## src/rtl/crd_pkg.sv

```systemverilog
// Shared types, widths and register indexes for the camera ray direction block.
// No dependencies; every other file of the block imports this package.
package crd_pkg;

    // Vector layout: three signed Q6.14 components per configuration register.
    localparam int NUM_AXES  = 3;
    localparam int COMP_W    = 21;
    localparam int CFG_W     = NUM_AXES * COMP_W;
    localparam int CFG_IDX_W = 2;

    // Register indexes of the configuration port.
    localparam logic [CFG_IDX_W-1:0] REG_BASE_OFFSET = 2'd0;
    localparam logic [CFG_IDX_W-1:0] REG_STEP_RIGHT  = 2'd1;
    localparam logic [CFG_IDX_W-1:0] REG_STEP_DOWN   = 2'd2;

    // Pixel position in 1/16 pixel, and the datapath widths derived from it.
    localparam int POS_W      = 16;
    localparam int FRAC_SHIFT = 4;
    localparam int PROD_W     = COMP_W + POS_W + 1;
    localparam int V_W        = PROD_W + 2;
    localparam int MAG_W      = 38;
    localparam int A_W        = 30;
    localparam int SH_W       = 4;
    localparam int SQ_W       = 2 * A_W;
    localparam int SUM_W      = SQ_W + 2;
    localparam int QUO_W      = A_W + 1;
    localparam int ROOT_W     = 16;
    localparam int RAD_W      = 2 * ROOT_W;
    localparam int REM_W      = ROOT_W + 2;
    localparam int OUT_W      = 16;

    // Unit length in Q1.14.
    localparam logic signed [OUT_W-1:0] ONE_Q14 = 16'sd16384;

    // Pipeline depth: front end, divider, square root, output register.
    localparam int FRONT_STAGES = 6;
    localparam int PIPE_LAT     = FRONT_STAGES + QUO_W + ROOT_W + 1;

    // One input transaction.
    typedef struct packed {
        logic [POS_W-1:0] column_pos;
        logic [POS_W-1:0] row_pos;
    } ray_req_t;

    // One result transaction.
    typedef struct packed {
        logic signed [OUT_W-1:0] dir_x;
        logic signed [OUT_W-1:0] dir_y;
        logic signed [OUT_W-1:0] dir_z;
    } ray_dir_t;

    // Control that travels down the pipeline beside the data.
    typedef struct packed {
        logic                valid;
        logic                zero;
        logic [NUM_AXES-1:0] neg;
    } ray_ctl_t;

    typedef logic [NUM_AXES-1:0][SQ_W-1:0]   sq_vec_t;
    typedef logic [NUM_AXES-1:0][QUO_W-1:0]  quo_vec_t;
    typedef logic [NUM_AXES-1:0][ROOT_W-1:0] root_vec_t;

endpackage

```

## src/rtl/crd_sqrt_pipe.sv

```systemverilog
// Pipelined digit-by-digit integer square root, one root bit per stage, three lanes.
// Computes floor(sqrt(quo)) per axis; depends on crd_pkg.
module crd_sqrt_pipe (
    input  logic               clk,
    input  logic               rst_n,
    input  crd_pkg::ray_ctl_t  in_ctl,
    input  crd_pkg::quo_vec_t  in_quo,
    output crd_pkg::ray_ctl_t  out_ctl,
    output crd_pkg::root_vec_t out_root
);
    import crd_pkg::*;

    logic [NUM_AXES-1:0][RAD_W-1:0] rad_reg   [ROOT_W];
    logic [NUM_AXES-1:0][RAD_W-1:0] rad_next  [ROOT_W];
    logic [NUM_AXES-1:0][REM_W-1:0] rem_reg   [ROOT_W];
    logic [NUM_AXES-1:0][REM_W-1:0] rem_next  [ROOT_W];
    root_vec_t                      root_reg  [ROOT_W];
    root_vec_t                      root_next [ROOT_W];
    ray_ctl_t                       ctl_reg   [ROOT_W];
    ray_ctl_t                       ctl_next  [ROOT_W];

    logic [RAD_W-1:0]  rad_in;
    logic [REM_W-1:0]  rem_in;
    logic [ROOT_W-1:0] root_in;
    logic [REM_W-1:0]  rem_sh;
    logic [REM_W-1:0]  trial;
    logic              take;

    // Each stage brings down the next two radicand bits and tries the next root bit.
    always_comb
    begin
        rad_in  = '0;
        rem_in  = '0;
        root_in = '0;
        rem_sh  = '0;
        trial   = '0;
        take    = 1'b0;
        for (int k = 0; k < ROOT_W; k++)
        begin
            if (k == 0)
                ctl_next[k] = in_ctl;
            else
                ctl_next[k] = ctl_reg[k-1];
            for (int i = 0; i < NUM_AXES; i++)
            begin
                if (k == 0)
                begin
                    rad_in  = RAD_W'(in_quo[i]);
                    rem_in  = '0;
                    root_in = '0;
                end
                else
                begin
                    rad_in  = rad_reg[k-1][i];
                    rem_in  = rem_reg[k-1][i];
                    root_in = root_reg[k-1][i];
                end
                rem_sh = {rem_in[REM_W-3:0], rad_in[RAD_W-1 -: 2]};
                trial  = {root_in, 2'b01};
                take   = (rem_sh >= trial);
                rem_next[k][i]  = take ? (rem_sh - trial) : rem_sh;
                root_next[k][i] = {root_in[ROOT_W-2:0], take};
                rad_next[k][i]  = {rad_in[RAD_W-3:0], 2'b00};
            end
        end
    end

    // Control registers of every stage.
    always_ff @(posedge clk or negedge rst_n)
    begin
        if (!rst_n)
        begin
            for (int k = 0; k < ROOT_W; k++)
                ctl_reg[k] <= '0;
        end
        else
        begin
            for (int k = 0; k < ROOT_W; k++)
                ctl_reg[k] <= ctl_next[k];
        end
    end

    // Data registers of every stage.
    always_ff @(posedge clk)
    begin
        for (int k = 0; k < ROOT_W; k++)
        begin
            rad_reg[k]  <= rad_next[k];
            rem_reg[k]  <= rem_next[k];
            root_reg[k] <= root_next[k];
        end
    end

    assign out_ctl  = ctl_reg[ROOT_W-1];
    assign out_root = root_reg[ROOT_W-1];

endmodule

```

## config.mk

```make
export PLATFORM = sky130hd
export DESIGN_NAME = crd_sqrt_pipe
export DESIGN_NICKNAME = d
export VERILOG_FILES = /design/src/rtl/crd_pkg.sv /design/src/rtl/crd_sqrt_pipe.sv
export SDC_FILE = /design/constraint.sdc
export NUM_CORES = 2
export LEC_CHECK = 0
export BUFFER_PORTS_ARGS = -buffer_cell sky130_fd_sc_hd__buf_2
export CORE_ASPECT_RATIO = 1.25
export CORE_UTILIZATION = 40
export DETAILED_ROUTE_END_ITERATION = 8
export PLACE_DENSITY = 0.55
export SYNTH_ARGS = -nofsm -noshare
export SYNTH_HDL_FRONTEND = slang
export SYNTH_SLANG_ARGS = --single-unit
export TNS_END_PERCENT = 1
```

## constraint.sdc

```tcl
create_clock -name clk -period 8.6 [get_ports clk]
set_input_delay 0 -clock clk [delete_from_list [all_inputs] [get_ports clk]]
set_output_delay 0 -clock clk [all_outputs]
set_load 0.01 [all_outputs]
```

==> impl_results.md <==
* Post-DP Area at 0.0684 mm^2
* DRC viols at 0
* Status: finished, final reports clean
* Placed Cells incl. Taps at 8,340
* Nets at 7,101
* Overall Global Routing Usage at 14.9%
* Top cell type by total area after synthesis: dfxtp_1
* Largest net degree at the start of global routing at 81
* Max reg flops at 720
* Layout fillers at 14,900
* Share of synthesized registers carrying an async set or reset at 4.30%
* Clk sink count at 1,862
* Final Hold Vio Count at 0
* Worst setup EP type: register
* Clock latency on the worst-skew pair at 810 ps
* EDFF count, synth at 0
* Die X at 363 um
* Most frequent cell after synthesis: dfxtp_1
* Mean Syn Cell Area at 10.7 um^2
* Number of DRC markers in iteration 0 at 1,649
* Core ar. at 0.162 mm^2
* First-pass GRT wire length at 201,000 um
* Final GP Congestion at 0.896
* FF-to-FF Start: root_reg[1][181]
* First drt pass iteration count at 5
* PwrDens at 317 mW/mm^2
* Maximum vdd drop at 0.000184 V
* Setup TNS at 0 ps
* I/O pins at 153
* Path depth of the worst reg2reg path at 8
* DR vias/cell at 4.66
* WP data required at 9290 ps
* CTS Buf Count at 182
* Slew margin rel. at 23.1%
* Non-Filler Instances at 8,879
* Final core utilization at 47.5%
* Leakage power figure at 35.6 nW
* HPWL Detailed at 91,500 um
* TritonCTS clock tree: done
* Synth top cells by count: 1,782 x dfxtp_1, 547 x inv_1, 450 x ha_1
* R2R Path End: rem_reg[1][261]
* Max Fclk at 306 MHz
* PostCTS Resize Cnt at 0
* Vias in the first global route at 41,700
* GRT Residual Overflow at 0
* Post-route ant nets at 0
* Crit path launch type: register
* Final setup vio count at 0
* WL final at 123,000 um
* Design Area, Final at 0.0767 mm^2
* Die area at 0.164 mm^2
* Netlist cell types at 90
* Vias at 41,400
* RSZ-0062 raised after global routing: no
* Critical path class: reg2reg
* Synth Warn # at 0
* Final Critical Period at 3270 ps
* Layout cells sized above 1 at 9.18%
* Yosys reg bits at 1,862
* Reg2Reg Setup Slack at 5330 ps
* Post-synth top flop: dfxtp_1
* Final Skew at 23.8 ps
* Synth Instances at 6,085
* Slew Viols, Final at 0
* Worst Setup SP: root_reg[1][181]
* Die H at 453 um
* HP Class: reg2reg
* Drt wl/cell at 13.9 um
* Top cells by area, synth: dfxtp_1 55%, ha_1 8.6%, xnor2_1 3.5%, inv_1 3.2%, dfrtp_1 3.1%
* Pwr Total at 0.0243 W
* Largest buffer count on any clock path at 3
* Top cell type's share of synthesized area at 54.8%
* Number of placement rows at 165
* Synthesis-to-finish area growth at 17.8%
* Synthesized area at 0.0651 mm^2
* Initial antenna violation count at 4
* Root buf cell: clkbuf_16
* Starting Density at 40.3%
* CP arrival at 3960 ps
* H-tree Lvls at 4
* Tcrit/Tclk final at 38.1%
* End point of the critical path: rem_reg[1][261]
* CTS clock-pin slew for the worst setup and hold paths at 70 ps
* Input/output buffers at 152
* Sequential area share after synthesis at 57.9%
* Actual slew at the worst max-slew pin at 1150 ps
* Maxcap violations at 0
* Worst Path Max Fanout at 24
-- per-layer routing --
| metal | GRT usage, % | part of all wire [%] |
|---|---|---|
| met1 | 16.8 | 43 |
| met2 | 27.3 | 50 |
| met3 | 2.87 | 3.3 |
| met4 | 6.08 | 3.4 |
| met5 | 0 | 0.011 |
-- stage by stage --
stage,worst slack [ps],hold slack (ps)
3_5_place_dp,5370,104
6_report,5330,316
4_1_cts,5320,250
2_1_floorplan,5920,-296
3_3_place_gp,5390,102
5_1_grt,5100,294
-- report_power, final --
| group | leakage (nW) | switching (W) | internal (W) |
|---|---|---|---|
| Combinational | 16.7 | 0.00263 | 0.00237 |
| Clock | 3.09 | 0.00335 | 0.00482 |
| Sequential | 15.9 | 0.000972 | 0.0102 |
-- kinds of logic (layout without fill, tap and decap cells) --
group,after synthesis,count (layout),synth area share [%]
AO/OA/AOI/OAI,1129,1129,10.8
XOR/XNOR,459,459,6.17
adder cells (fa/ha/maj),450,450,8.65
buffers and inverters,631,1251,3.70
flip-flops,1862,1862,57.9
multiplexers,107,107,1.86
other,1,4,0.00576
AND/OR/NAND/NOR,1446,1446,11.0
-- final cells by class --
class                   instances  area, um^2  area share [%]
repair buffers                363        2840            3.70
diodes                          1        2.50         0.00326
well taps                    2171        2720            3.54
flip-flops and latches       1862       37700            49.1
clock buffers                 256        5260            6.85
clock inverters                84        1090            1.42
multi-input cells            3594       25100            32.7
inverters                     548        2060            2.68
-- worst max-delay path, cell delays in order, from the launching register on --
cell and delay, ps:
dfxtp_1 330, inv_1 50, ha_1 340, and4_1 250
nand2_1 80, o41ai_1 660, nor3_1 130, a21oi_2 870
mux2_2 420
-- cell usage in the layout (no fill, tap or decap), types with 45 or more instances in the layout --
| cell | netlist | layout |
|---|---|---|
| dfxtp_1 | 1782 | 1782 |
| inv_1 | 547 | 547 |
| ha_1 | 450 | 450 |
| nor2_1 | 393 | 393 |
| a21oi_1 | 355 | 355 |
| nand2_1 | 329 | 329 |
| o21ai_0 | 303 | 302 |
| xnor2_1 | 259 | 259 |
| xor2_1 | 200 | 200 |
| dlygate4sd3_1 | 0 | 198 |
| clkbuf_16 | 0 | 186 |
| buf_2 | 11 | 152 |
| nor3_1 | 142 | 140 |
| o21a_1 | 100 | 100 |
| nand3_1 | 97 | 97 |
| nand2b_1 | 87 | 87 |
| mux2_2 | 87 | 87 |
| nor2b_1 | 84 | 84 |
| dfrtp_1 | 80 | 80 |
| a21o_1 | 76 | 76 |
| nor4_1 | 58 | 57 |
| nand4_1 | 55 | 55 |
| o31ai_1 | 45 | 45 |
-- worst min path at each step --
| stage | from | end | cells past startpoint |
|---|---|---|---|
| finish | rad_reg[1][174] | rad_reg[1][266] | 0 |
| global route | in_quo[84] | rad_reg[0][82] | 3 |
| CTS | in_quo[85] | rad_reg[0][83] | 3 |
| detailed placement | in_quo[60] | rad_reg[0][59] | 1 |
| global placement | in_quo[60] | rad_reg[0][59] | 1 |
| floorplan | rst_n | ctl_next[0] | 0 |
-- repair_timing --
item	4_1_cts	5_1_grt
hold endpoints to repair	178	0
setup buffers	0	0
hold buffers	198	0
No activity file was read; power rests on OpenSTA's default activity.
